--- config.mk ---
export PLATFORM = sky130hd
export DESIGN_NAME = ipfns_res_fifo
export DESIGN_NICKNAME = d
export VERILOG_FILES = /design/src/rtl/ipfns_pkg.sv /design/src/rtl/ipfns_res_fifo.sv
export SDC_FILE = /design/constraint.sdc
export NUM_CORES = 1
export LEC_CHECK = 0
export ABC_CLOCK_PERIOD_IN_PS = 5000
export BUFFER_PORTS_ARGS = -buffer_cell sky130_fd_sc_hd__buf_2
export CORE_MARGIN = 3
export CORE_UTILIZATION = 55
export CTS_CLUSTER_DIAMETER = 50
export DETAILED_ROUTE_END_ITERATION = 8
export GPL_ROUTABILITY_DRIVEN = 0
export PLACE_DENSITY = 0.78
export REMOVE_ABC_BUFFERS = 1
export SETUP_SLACK_MARGIN = 0.02
export SLEW_MARGIN = 15
export SYNTH_ARGS = -nofsm -noshare
export SYNTH_HDL_FRONTEND = slang
export SYNTH_SLANG_ARGS = --single-unit
--- constraint.sdc ---
create_clock -name clk_i -period 5 [get_ports clk_i]
set_input_delay 0.25 -clock clk_i [delete_from_list [all_inputs] [get_ports clk_i]]
set_output_delay 0.25 -clock clk_i [all_outputs]
set_load 0.01 [all_outputs]
--- src/rtl/ipfns_pkg.sv ---
// ----------------------------------------------------------------------------
// ipfns_pkg
// Shared constants and types for the in-place four-neighbor smoothing block.
// ----------------------------------------------------------------------------
package ipfns_pkg;

  // Widths of the frame coordinates and of the size registers.
  localparam int RowW = 11;
  localparam int ColW = 11;
  localparam int CfgW = 12;

  // Size limits and defaults of the frame.
  localparam int MinSize        = 3;
  localparam int MaxSize        = 2048;
  localparam int DefFrameWidth  = 1920;
  localparam int DefFrameHeight = 1080;

  // Defaults of the top-level parameters.
  localparam int MaxWidthDef  = 2048;
  localparam int PixelBitsDef = 16;

  // Register indexes on the configuration port.
  localparam logic RegFrameWidth  = 1'b0;
  localparam logic RegFrameHeight = 1'b1;
  localparam int   PaddrW         = 3;

  // Depth of the result queue; it must take two results on top of the
  // entries that may still wait.
  localparam int ResDepth = 4;

  // Position and framing flags of one result.
  typedef struct packed {
    logic [RowW-1:0] row;
    logic [ColW-1:0] col;
    logic            last;
    logic            done;
  } res_tag_t;

endpackage

--- src/rtl/ipfns_res_fifo.sv ---
// ----------------------------------------------------------------------------
// ipfns_res_fifo
// Result queue that takes up to two results per cycle and hands out one beat.
// ----------------------------------------------------------------------------
module ipfns_res_fifo import ipfns_pkg::*; #(
  parameter int PixelBits = PixelBitsDef
) (
  input  logic                 clk_i,
  input  logic                 rst_ni,
  input  logic                 push0_i,
  input  logic                 push1_i,
  input  logic [PixelBits-1:0] pix0_i,
  input  res_tag_t             tag0_i,
  input  logic [PixelBits-1:0] pix1_i,
  input  res_tag_t             tag1_i,
  output logic                 room_o,
  output logic                 out_valid_o,
  input  logic                 out_stall_i,
  output logic [PixelBits-1:0] out_pix_o,
  output res_tag_t             out_tag_o
);

  localparam int PtrW = $clog2(ResDepth);
  localparam int CntW = $clog2(ResDepth + 1);

  logic [PixelBits-1:0] pix_q [ResDepth];
  res_tag_t             tag_q [ResDepth];
  logic [PtrW-1:0]      wr_ptr_q, wr_ptr_d, rd_ptr_q, rd_ptr_d, wr_ptr_nxt;
  logic [CntW-1:0]      cnt_q, cnt_d;
  logic                 pop;

  assign pop        = (cnt_q != '0) && !out_stall_i;
  assign wr_ptr_nxt = wr_ptr_q + PtrW'(1);

  always_comb begin
    wr_ptr_d = wr_ptr_q + PtrW'(push0_i) + PtrW'(push1_i);
    rd_ptr_d = rd_ptr_q + PtrW'(pop);
    cnt_d    = cnt_q + CntW'(push0_i) + CntW'(push1_i) - CntW'(pop);
  end

  always_ff @(posedge clk_i or negedge rst_ni) begin
    if (!rst_ni) begin
      wr_ptr_q <= '0;
      rd_ptr_q <= '0;
      cnt_q    <= '0;
    end else begin
      wr_ptr_q <= wr_ptr_d;
      rd_ptr_q <= rd_ptr_d;
      cnt_q    <= cnt_d;
    end
  end

  // The second result of an item always goes right behind the first.
  always_ff @(posedge clk_i) begin
    if (push0_i) begin
      pix_q[wr_ptr_q] <= pix0_i;
      tag_q[wr_ptr_q] <= tag0_i;
    end
    if (push1_i) begin
      pix_q[wr_ptr_nxt] <= pix1_i;
      tag_q[wr_ptr_nxt] <= tag1_i;
    end
  end

  assign room_o      = cnt_q <= CntW'(ResDepth - 2);
  assign out_valid_o = cnt_q != '0;
  assign out_pix_o   = pix_q[rd_ptr_q];
  assign out_tag_o   = tag_q[rd_ptr_q];

endmodule

Yosys cells after proc, flatten, opt, wreduce, memory -nomap -nowiden --
Memory sizes are Yosys's and may differ from the RTL's. Index checks and enable logic that the tools add are counted. Widths: inputs -> output; s select.
Operators by class: multiplexer cells 4, $lt $le $gt $ge 1, reductions and logical operators 3, $add $sub $neg 7
Operators by type and width (number):
- $add 2x1->2 | 3
- $add 3x1->3 | 2
- $mux 1 | 4
- $le 3x2->1 const B | 1
- $reduce_bool 3->1 | 1
- $sub 3x1->3 | 1
- $add 2x1->2 const B | 1
- $logic_and 1x1->1 | 1
- $logic_not 1->1 | 1
Storage, ports and cells: flip-flop bits (word level) 7, bits in writable memories 160, output and inout port bits 42, word-level logic and storage cells 20, memories 2, input port bits 85
Memory list:
- tag_q | depth 4, bits a word 24, read ports 1, clocked after Yosys merged registers in 0, wr ports 2, line ipfns_res_fifo.sv:27 | res_tag_t tag_q [ResDepth];
- pix_q | depth 4, bits a word 16, read ports 1, clocked after Yosys merged registers in 0, wr ports 2, line ipfns_res_fifo.sv:26 | logic [PixelBits-1:0] pix_q [ResDepth];

Depth between registers and ports, before layout --
Gate-level depths: netlist of the first run.
depth in word-level cells 3, depth in mapped cells 7, depth with buffers taken out 7

Worst setup path before layout of the first run --
Ideal clock, no wire load.
path type register -> register, from register wr_ptr_q[0], to memory pix_q[2][0] (netlist name), enable pin, path buffers 0, setup time 0.493 ns, period minus slack after synthesis 3.941 ns, path slack 1.059 ns, stages on the path, launching flop included 3, arrival time 3.448 ns, cells stage by stage dfrtp_1 > nand2b_1 > o21ai_0
RTL lines:
- from (decl) | line ipfns_res_fifo.sv:28 | logic [PtrW-1:0] wr_ptr_q, wr_ptr_d, rd_ptr_q, rd_ptr_d, wr_ptr_nxt;
- from (signal assigned) | line ipfns_res_fifo.sv:47 | wr_ptr_q <= wr_ptr_d;
- to (decl) | line ipfns_res_fifo.sv:26

==> metrics.txt, run 1 <==
RSZ-0062 raised after global routing no; count of cell types in the netlist 23; status finished clean; CTS tree done; Worst Path Required 5.05 ns; Area growth, synth to finish 17.2%; hold wc startpoint pix0_i[3]; Final Hold Violating Endpoints 0; #FFs+latches synth 167; CTS sink cnt 167; GRT Max-Usage Layer met2; met2 Resource Use GR 37.6%; final WL 17100 µm; IO Pins 127; Clock Skews 0.00389 ns; Worst EP arrival 2.59 ns; worst-path fanout max 40; most used cell, CP buf_4; antenna viol nets, final 0; met1 usage 27.1%; number of global-route vias before repair 4854; Final Cycle Share 50.6%; Cell Area, Synth 8040 µm²; Critical Path End Type register; normalized max-slew margin 24.3%; CP Class register to register; Mapped Avg Cell Area 19.0 µm²; RR Startpoint wr_ptr_q[1]; met3 Use GR 6.78%; Sum Neg Setup Slack 0 ns; startpoint types register; via count 4399; cell count after placement 710; post-synthesis mux area share 33.7%; register area 4980 µm²; Worst Setup SP wr_ptr_q[1]; Placement Rows 43; Final setup violation count 0; GR Overflow Total 0; largest family of logic cells by synthesized area multiplexers; Mapped Cells 423; DR iter-0 viols 269; Num CTS Buffers 17; layout cells sized above 1 63.5%; core area 14100 µm²; Finished Core Util 66.9%; WL per Instance 23.0 µm; Clock Tree Root clkbuf_16; Non-Filler Instances 743; Starting Density 57.1%; clk_lat worst skew 0.42 ns; R2R cell count 4; post-layout min period 2.53 ns; sequential area share after synthesis 61.9%; post-synthesis compound-gate area fraction 0.280%; Die W 127 µm; Fillers 1010; total track usage 22.4%; Die ar. 16100 µm²; Syn. warnings 0; worst slew pin tran 1.14 ns; H-tree Lvls 4; drt first pass iters 4; multi-input logic area 2960 µm²; Static Leak 0.00341 µW; first-pass GRT wire length 26900 µm; clock buffer depth 2; Post-Place Worst Slack 2.28 ns; final worst setup slack 2.47 ns; IO Port Bufs 126; worst vdd ir 0.415 mV; Post-Synth XOR/XNOR Area 0.327%; clock slew at reported path FFs 0.06 ns; largest net degree at the start of global routing 42; slowest stage delay, CP 0.60 ns; simple-gate share of the synthesized area 0.669%; initial antenna violation count 5; hpwl dp 9940 µm; max_cap viols 0; residual DRC count 0; worst-path cell chain nand3_2 -> buf_4 -> o21ai_4 -> buf_4; CP max-delay cell dfrtp_1; hold path cells 2; adder-cell share of the synthesized area 1.21%; die height 127 µm; PwrDens 581 nW/µm²; hold slack 0.159 ns; # nets final 642; Max Slew Vio Count 0; vias per std cell 5.92; type of the worst min-delay path input port to register; maximum clock frequency 395 MHz
logic make-up (layout without fill, tap and decap cells):
kind of cell	count (synthesis)	after routing
xor+xnor	3	3
other cells	0	1
flops	167	167
compound gates	4	4
fa+ha+maj	6	6
buf+inv	33	172
mux	201	201
simple gates	9	9
cell usage in the layout (no fill, tap or decap), types with 2 or more instances in the layout:
cell type / synthesis / layout
xor2_1: 2 / 2
clkbuf_1: 2 / 7
nor2_4: 0 / 2
mux2_2: 154 / 154
clkinv_1: 0 / 3
buf_2: 22 / 126
fa_1: 3 / 3
o21ai_4: 0 / 2
clkbuf_16: 0 / 17
nand3b_1: 2 / 2
mux2_1: 6 / 6
ha_1: 3 / 3
mux4_2: 40 / 40
dfrtp_1: 7 / 5
inv_1: 6 / 6
buf_4: 0 / 8
edfxtp_1: 160 / 160
report_power, final:
part | total, µW | switching (µW) | internal, µW
Clock | 1150 | 481 | 673
Combinational | 1880 | 911 | 969
Sequential | 2440 | 315 | 2130
what timing repair did:
item | 4_1_cts | 5_1_grt
hold buffers | 1 | 0
endpoints found under the setup margin | 0 | 0
gates resized for setup | 0 | 0
buffers inserted | 0 | 0
hold endpoints to repair | 7 | 0
state kept, by name (all words and copies together) (netlist names):
| register | flops |
|---|---|
| tag_q | 96 |
| rd_ptr_q | 2 |
| pix_q | 64 |
| cnt_q | 3 |
| wr_ptr_q | 2 |
synthesized netlist by cell type (all sizes together):
cell,instances,area [µm²]
xor2,2,17.5
buf,25,121
nand3b,2,15.0
a21oi,1,5.00
ha,3,37.5
nand2b,1,6.26
mux2,160,1800
mux2i,1,10.0
xnor2,1,8.76
edfxtp,160,4800
nand2,1,3.75
a21o,1,7.51
o21ai,2,10.0
fa,3,60.1
clkbuf,2,7.51
dfrtp,7,175
nand3,1,5.00
inv,6,22.5
nor2,3,11.3
mux4,40,901
nor3b,1,12.5
path summary, 6_finish.rpt:
check                                     to  slack (ns)
worst max-delay path            tag_q[0][11]        2.47
worst min-delay path             pix_q[1][3]        0.16
worst max register to register  tag_q[0][11]        2.47
worst min register to register      cnt_q[0]        0.60
max in group asynchronous        rd_ptr_q[0]        4.64
min in group asynchronous           cnt_q[0]        0.19
critical path: cells and delay by family (launching register included):
kind | cells | cell delay (ns)
AOI/OAI and AO/OA | 1 | 0.09
buffers and inverters | 2 | 0.96
DFF | 1 | 0.60
and+or+nand+nor | 1 | 0.48
per-stage QoR:
| stage | cell area, µm² | power [µW] |
|---|---|---|
| final | 9430 | 5480 |
| after global routing | 9430 | 5770 |
| after global placement | 8880 | 4310 |
| after CTS | 9400 | 5530 |
| after floorplan | 7920 | 3640 |
| after detailed placement | 8880 | 4360 |
layer usage:
metal / vias to the layer above / wire (µm)
li1: 1976 / -
met1: 2256 / 6760
met2: 131 / 8920
met3: 28 / 1070
met4: 8 / 307
met5: - / 47
final cells by class:
class                      count  area share [%]
sequential                   167            52.9
multi-input combinational    223            31.4
timing repair buffer         136            7.72
clock buffer                  24            4.79
tap                          180            2.39
clock inverter                 6           0.571
inverter                       6           0.239
antenna                        1          0.0265
No activity file was read; power rests on OpenSTA's default activity.
==> run 2, diff against run 1 <==
--- a/config.mk
+++ b/config.mk
@@ -5,7 +5,7 @@
 export SDC_FILE = /design/constraint.sdc
 export NUM_CORES = 1
 export LEC_CHECK = 0
-export ABC_CLOCK_PERIOD_IN_PS = 5000
+export ABC_CLOCK_PERIOD_IN_PS = 2500
 export BUFFER_PORTS_ARGS = -buffer_cell sky130_fd_sc_hd__buf_2
 export CORE_MARGIN = 3
 export CORE_UTILIZATION = 55
==> constraint.sdc (replaced) <==
create_clock -name clk_i -period 2.5 [get_ports clk_i]
set_input_delay 0.125 -clock clk_i [delete_from_list [all_inputs] [get_ports clk_i]]
set_output_delay 0.125 -clock clk_i [all_outputs]
set_load 0.01 [all_outputs]
==> run 2 against run 1 <==
  * Die area unchanged
  * Worst hold slack got worse by 0.12 ns
  * Power increased by 110%
  * First-iteration DRC count up 15%
==> metrics.txt, run 2 (synthesis gave the netlist of run 1 again) <==
combinational power share 36.9%; worst slew pin tran 0.957 ns; CTS sink cnt 167; residual DRC count 0; Area growth, synth to finish 20.3%; Critical Path End Type output pin; drt first pass iters 4; number of global-route vias before repair 4916; hold wc startpoint pix0_i[5]; Die ar. 16100 µm²; Worst Path Required 2.38 ns; IO Port Bufs 126; final instance area 9680 µm²; P_sw 3530 µW; FF-to-FF End pix_q[0][14]; # Post-CTS Setup Buffers 0; maximum clock frequency 476 MHz; layout cells sized above 1 66.2%; most frequent cells in the layout edfxtp_1 (160), mux2_2 (154), buf_2 (126), mux4_2 (40), buf_4 (18); Sw Share 30.5%; Placement Rows 43; largest net degree at the start of global routing 33; IO Pins 127; hpwl dp 10900 µm; max_cap viols 0; clock buffer depth 2; P_int 8020 µW; Largest Register tag_q; Seq pwr share 39.4%; commonest non-fill, non-tap cell in the layout edfxtp_1; type of the worst min-delay path input port to register; via count 4477; max FFs per register 96; worst hold endpoint pix_q[1][5]; initial antenna violation count 5; # nets final 655; CTS tree done; Final Cycle Share 84.0%; Top Registers tag_q: 96 flops, pix_q: 64 flops, cnt_q: 3 flops; R2R cell count 3; Worst EP arrival 1.97 ns; vias per std cell 5.91; hold slack 0.0347 ns; clk_lat worst skew 0.42 ns; placed cell area 9040 µm²; Die W 127 µm; Max Slew Vio Count 0; Pwr Total 11600 µW; Final Hold Violating Endpoints 0; RSZ-0062 raised after global routing no; total track usage 21.8%; Diodes inserted 0; status finished clean; hold path cells 2; die height 127 µm; Clock Skews 0.00652 ns; H-tree Lvls 4; Clock Tree Root clkbuf_16; antenna viol nets, final 0; first-pass GRT wire length 26500 µm; worst-path fanout max 11; final WL 16800 µm; Static Leak 0.00353 µW; Final setup violation count 0; core area 14100 µm²; worst vdd ir 0.614 mV; normalized max-slew margin 36.0%; Reg2Reg Setup Slack 0.42 ns; startpoint types register; clock power share 23.7%; Starting Density 57.1%; RR Startpoint wr_ptr_q[0]; clock slew at reported path FFs 0.06 ns; PwrDens 1190 nW/µm²; GR Overflow Total 0; Sum Neg Setup Slack 0 ns; Finished Core Util 68.6%; Num CTS Buffers 17; DR iter-0 viols 309; CP Class register to output pin; WL per Instance 22.1 µm; post-layout min period 2.10 ns
-- run 2: metrics by stage --
stage,setup WS (ns),cells
after floorplan,-1.67,396
after global placement,0.442,724
after detailed placement,0.414,724
after CTS,0.351,757
after global routing,0.295,757
final,0.400,757
-- run 2: repair_timing --
item	CTS	global route
hold buffers	1	0
hold endpoints to repair	7	0
resized for setup	0	0
-- run 2: metal layers --
metal	wire length [µm]	share of wire, %	global-route usage, %
met2	8780	52	37.0
met3	951	5.7	6.82
met5	73	0.44	0
met1	6710	40	26.7
met4	239	1.4	7.26
-- run 2: power groups by stage --
stage / clock network (µW) / logic (µW) / registers (µW)
finish: 2740 / 4260 / 4550
global route: 2890 / 4580 / 4640
CTS: 2780 / 4340 / 4560
detailed placement: 0 / 4320 / 4620
global placement: 0 / 4260 / 4570
floorplan: 0 / 2540 / 4750
-- run 2: layout make-up --
| class | count | area, µm² |
|---|---|---|
| multi-input combinational | 223 | 2960 |
| fill | 920 | 4420 |
| clock buffer | 17 | 425 |
| timing repair buffer | 149 | 856 |
| tap | 180 | 225 |
| inverter | 6 | 22.5 |
| clock inverter | 15 | 200 |
| sequential | 167 | 4980 |
-- run 2: worst max-delay path by stage --
| stage | startpoint | end | slack [ns] | cells after the start |
|---|---|---|---|---|
| after detailed placement | wr_ptr_q[0] | pix_q[0][1] | 0.41 | 3 |
| final | rd_ptr_q[0] | out_tag_o[10] | 0.40 | 3 |
| after CTS | rd_ptr_q[0] | out_tag_o[10] | 0.35 | 3 |
| after floorplan | wr_ptr_q[0] | pix_q[2][0] | -1.67 | 2 |
| after global placement | wr_ptr_q[0] | tag_q[0][11] | 0.44 | 3 |
| after global routing | rd_ptr_q[0] | out_tag_o[10] | 0.29 | 3 |
-- run 2: critical path, stage by stage (launching register included) --
cell and delay (ns):
dfrtp_4 0.56, buf_4 0.28, mux4_2 0.54, buf_2 0.16
==> run 3, diff against run 2 <==
--- a/config.mk
+++ b/config.mk
@@ -5,14 +5,14 @@
 export SDC_FILE = /design/constraint.sdc
 export NUM_CORES = 1
 export LEC_CHECK = 0
-export ABC_CLOCK_PERIOD_IN_PS = 2500
+export ABC_CLOCK_PERIOD_IN_PS = 1700
 export BUFFER_PORTS_ARGS = -buffer_cell sky130_fd_sc_hd__buf_2
 export CORE_MARGIN = 3
-export CORE_UTILIZATION = 55
+export CORE_UTILIZATION = 51
 export CTS_CLUSTER_DIAMETER = 50
 export DETAILED_ROUTE_END_ITERATION = 8
 export GPL_ROUTABILITY_DRIVEN = 0
-export PLACE_DENSITY = 0.78
+export PLACE_DENSITY = 0.76
 export REMOVE_ABC_BUFFERS = 1
 export SETUP_SLACK_MARGIN = 0.02
 export SLEW_MARGIN = 15
==> constraint.sdc (replaced) <==
create_clock -name clk_i -period 1.7 [get_ports clk_i]
set_input_delay 0.085 -clock clk_i [delete_from_list [all_inputs] [get_ports clk_i]]
set_output_delay 0.085 -clock clk_i [all_outputs]
set_load 0.01 [all_outputs]
==> run 3 against run 2 <==
  * The flow now finishes with violations (negative setup slack)
  * Sequential cell count unchanged
  * Power up 60%
  * Worst setup slack worse by 0.59 ns
  * Non-clock buffer count up 84
  * Worst hold slack worse by 0.022 ns
  * Wire length up 13%
  * Cell area up 12%
  * Core utilization up 2.0 points
  * Sequential share of layout area down 5.5 points
  * Clock skew up 0.0020 ns
  * Clock-buffer cell count up 2
  * Register-to-register slack worse by 0.60 ns
  * Critical path type unchanged
==> metrics.txt, run 3 (synthesis gave the netlist of run 1 again) <==
Final Cycle Share 111%; IO Pins 127; Clock Tree Root clkbuf_16; H-tree Lvls 4; number of global-route vias before repair 5314; worst slew pin tran 0.495 ns; final worst setup slack -0.185 ns; IO Port Bufs 126; maximum clock frequency 530 MHz; total track usage 21.8%; Placement Rows 45; Reg2Reg Setup Slack -0.18 ns; Worst EP arrival 1.80 ns; drt first pass iters 4; max FFs per register 96; layout cells sized above 1 62.0%; most frequent cells in the layout edfxtp_1 (160), mux2_2 (154), buf_2 (95), dlygate4sd3_1 (58), mux4_2 (40); commonest non-fill, non-tap cell in the layout edfxtp_1; Critical Path End Type output pin; Die ar. 17300 µm²; Pwr Total 18500 µW; hpwl dp 11200 µm; Max Slew Vio Count 0; Worst Setup SP rd_ptr_q[0]; RSZ-0062 raised after global routing yes; startpoint types register; die height 132 µm; first-pass GRT wire length 29100 µm; Num CTS Buffers 17; clock buffer depth 2; largest net degree at the start of global routing 33; type of the worst min-delay path input port to register; Diodes inserted 0; Fillers 1025; Static Leak 0.00401 µW; antenna viol nets, final 0; normalized max-slew margin 66.0%; CP Class register to output pin; residual DRC count 0; hold wc startpoint tag1_i[14]; clock slew at reported path FFs 0.06 ns; worst-path fanout max 8; max_cap viols 0; Final setup violation count 42; post-layout min period 1.89 ns; failing checks negative setup slack; Clock Skews 0.00849 ns; Area growth, synth to finish 34.6%; Starting Density 52.5%; placed cell area 9290 µm²; # nets final 739; initial antenna violation count 0; Final Hold Violating Endpoints 0; RR Startpoint cnt_q[0]; via count 4815; CTS tree done; worst hold endpoint tag_q[3][14]; hold path cells 2; final instance area 10800 µm²; CTS sink cnt 167; worst vdd ir 1.11 mV; WL per Instance 21.8 µm; vias per std cell 5.53; final WL 19000 µm; Top Registers tag_q: 96 flops, pix_q: 64 flops, cnt_q: 3 flops; clk_lat worst skew 0.43 ns; GR Overflow Total 0; status complete, but fails checks; Worst Path Required 1.62 ns; core area 15300 µm²; R2R cell count 6; FF-to-FF End cnt_q[1]; DR iter-0 viols 358; Largest Register tag_q; Die W 132 µm; PwrDens 1710 nW/µm²
## run 3: cell types whose count changed in the layout (fill, tap and decap cells not counted), sizes merged
cell,change
clkbuf,+6
clkinv,+4
inv,-3
buf,+23
dlygate4sd3,+57
clkinvlp,-1
bufinv,-3
## run 3: critical path, cell delays in order (launching register included)
cell       delay, ns
dfrtp_2         0.37
buf_12          0.16
clkbuf_16       0.18
mux4_2          0.52
buf_6           0.14
## run 3: area by class of cell
cell class / instances / area, µm² / share of cell area [%]
inverters: 6 / 22.5 / 0.208
well taps: 211 / 264 / 2.44
clock buffers: 19 / 433 / 4.00
flip-flops and latches: 167 / 4980 / 46.1
repair buffers: 233 / 2060 / 19.0
multi-input cells: 223 / 2970 / 27.5
clock inverters: 12 / 87.6 / 0.809
## run 3: metrics by stage
stage	hold WS, ns	util, %	cells	setup slack [ns]	setup TNS [ns]
floorplan	-0.211	-	396	-2.47	-424.56
global placement	-0.0693	60.7	767	-0.207	-0.345
detailed placement	-0.0598	60.7	767	-0.275	-0.504
CTS	0.000322	69.0	859	-0.197	-6.51
global route	0.00406	70.7	871	-0.266	-8.98
finish	0.0129	70.7	871	-0.185	-6.45
## run 3: routing by layer
layer | GRT usage (%) | part of all wire, %
met5 | 0 | 0
met4 | 6.94 | 1.4
met3 | 4.98 | 5.1
met1 | 28.4 | 43
met2 | 36.8 | 50
## run 3: what timing repair did
item | in CTS | in global routing
buffers inserted | 3 | 6
hold buffers | 58 | 0
resized for setup | 29 | 15
cloned | 0 | 6
pin swaps | 3 | 3
setup endpoints to repair | 50 | 78
endpoints found under the hold margin | 81 | 0
## run 3: power breakdown
part           internal, µW  leakage [µW]  switching [µW]  total [µW]
sequential             6240       0.00158             376        6620
clock                  1970      0.000248            1510        3480
combinational          4630       0.00218            3790        8420
## run 3: worst max-delay path by stage
stage / cells past startpoint / slack (ns) / endpoint
floorplan: 2 / -2.47 / pix_q[2][0]
global placement: 7 / -0.21 / cnt_q[2]
detailed placement: 7 / -0.28 / cnt_q[2]
CTS: 3 / -0.20 / out_tag_o[11]
global route: 7 / -0.27 / cnt_q[2]
finish: 4 / -0.19 / out_tag_o[10]
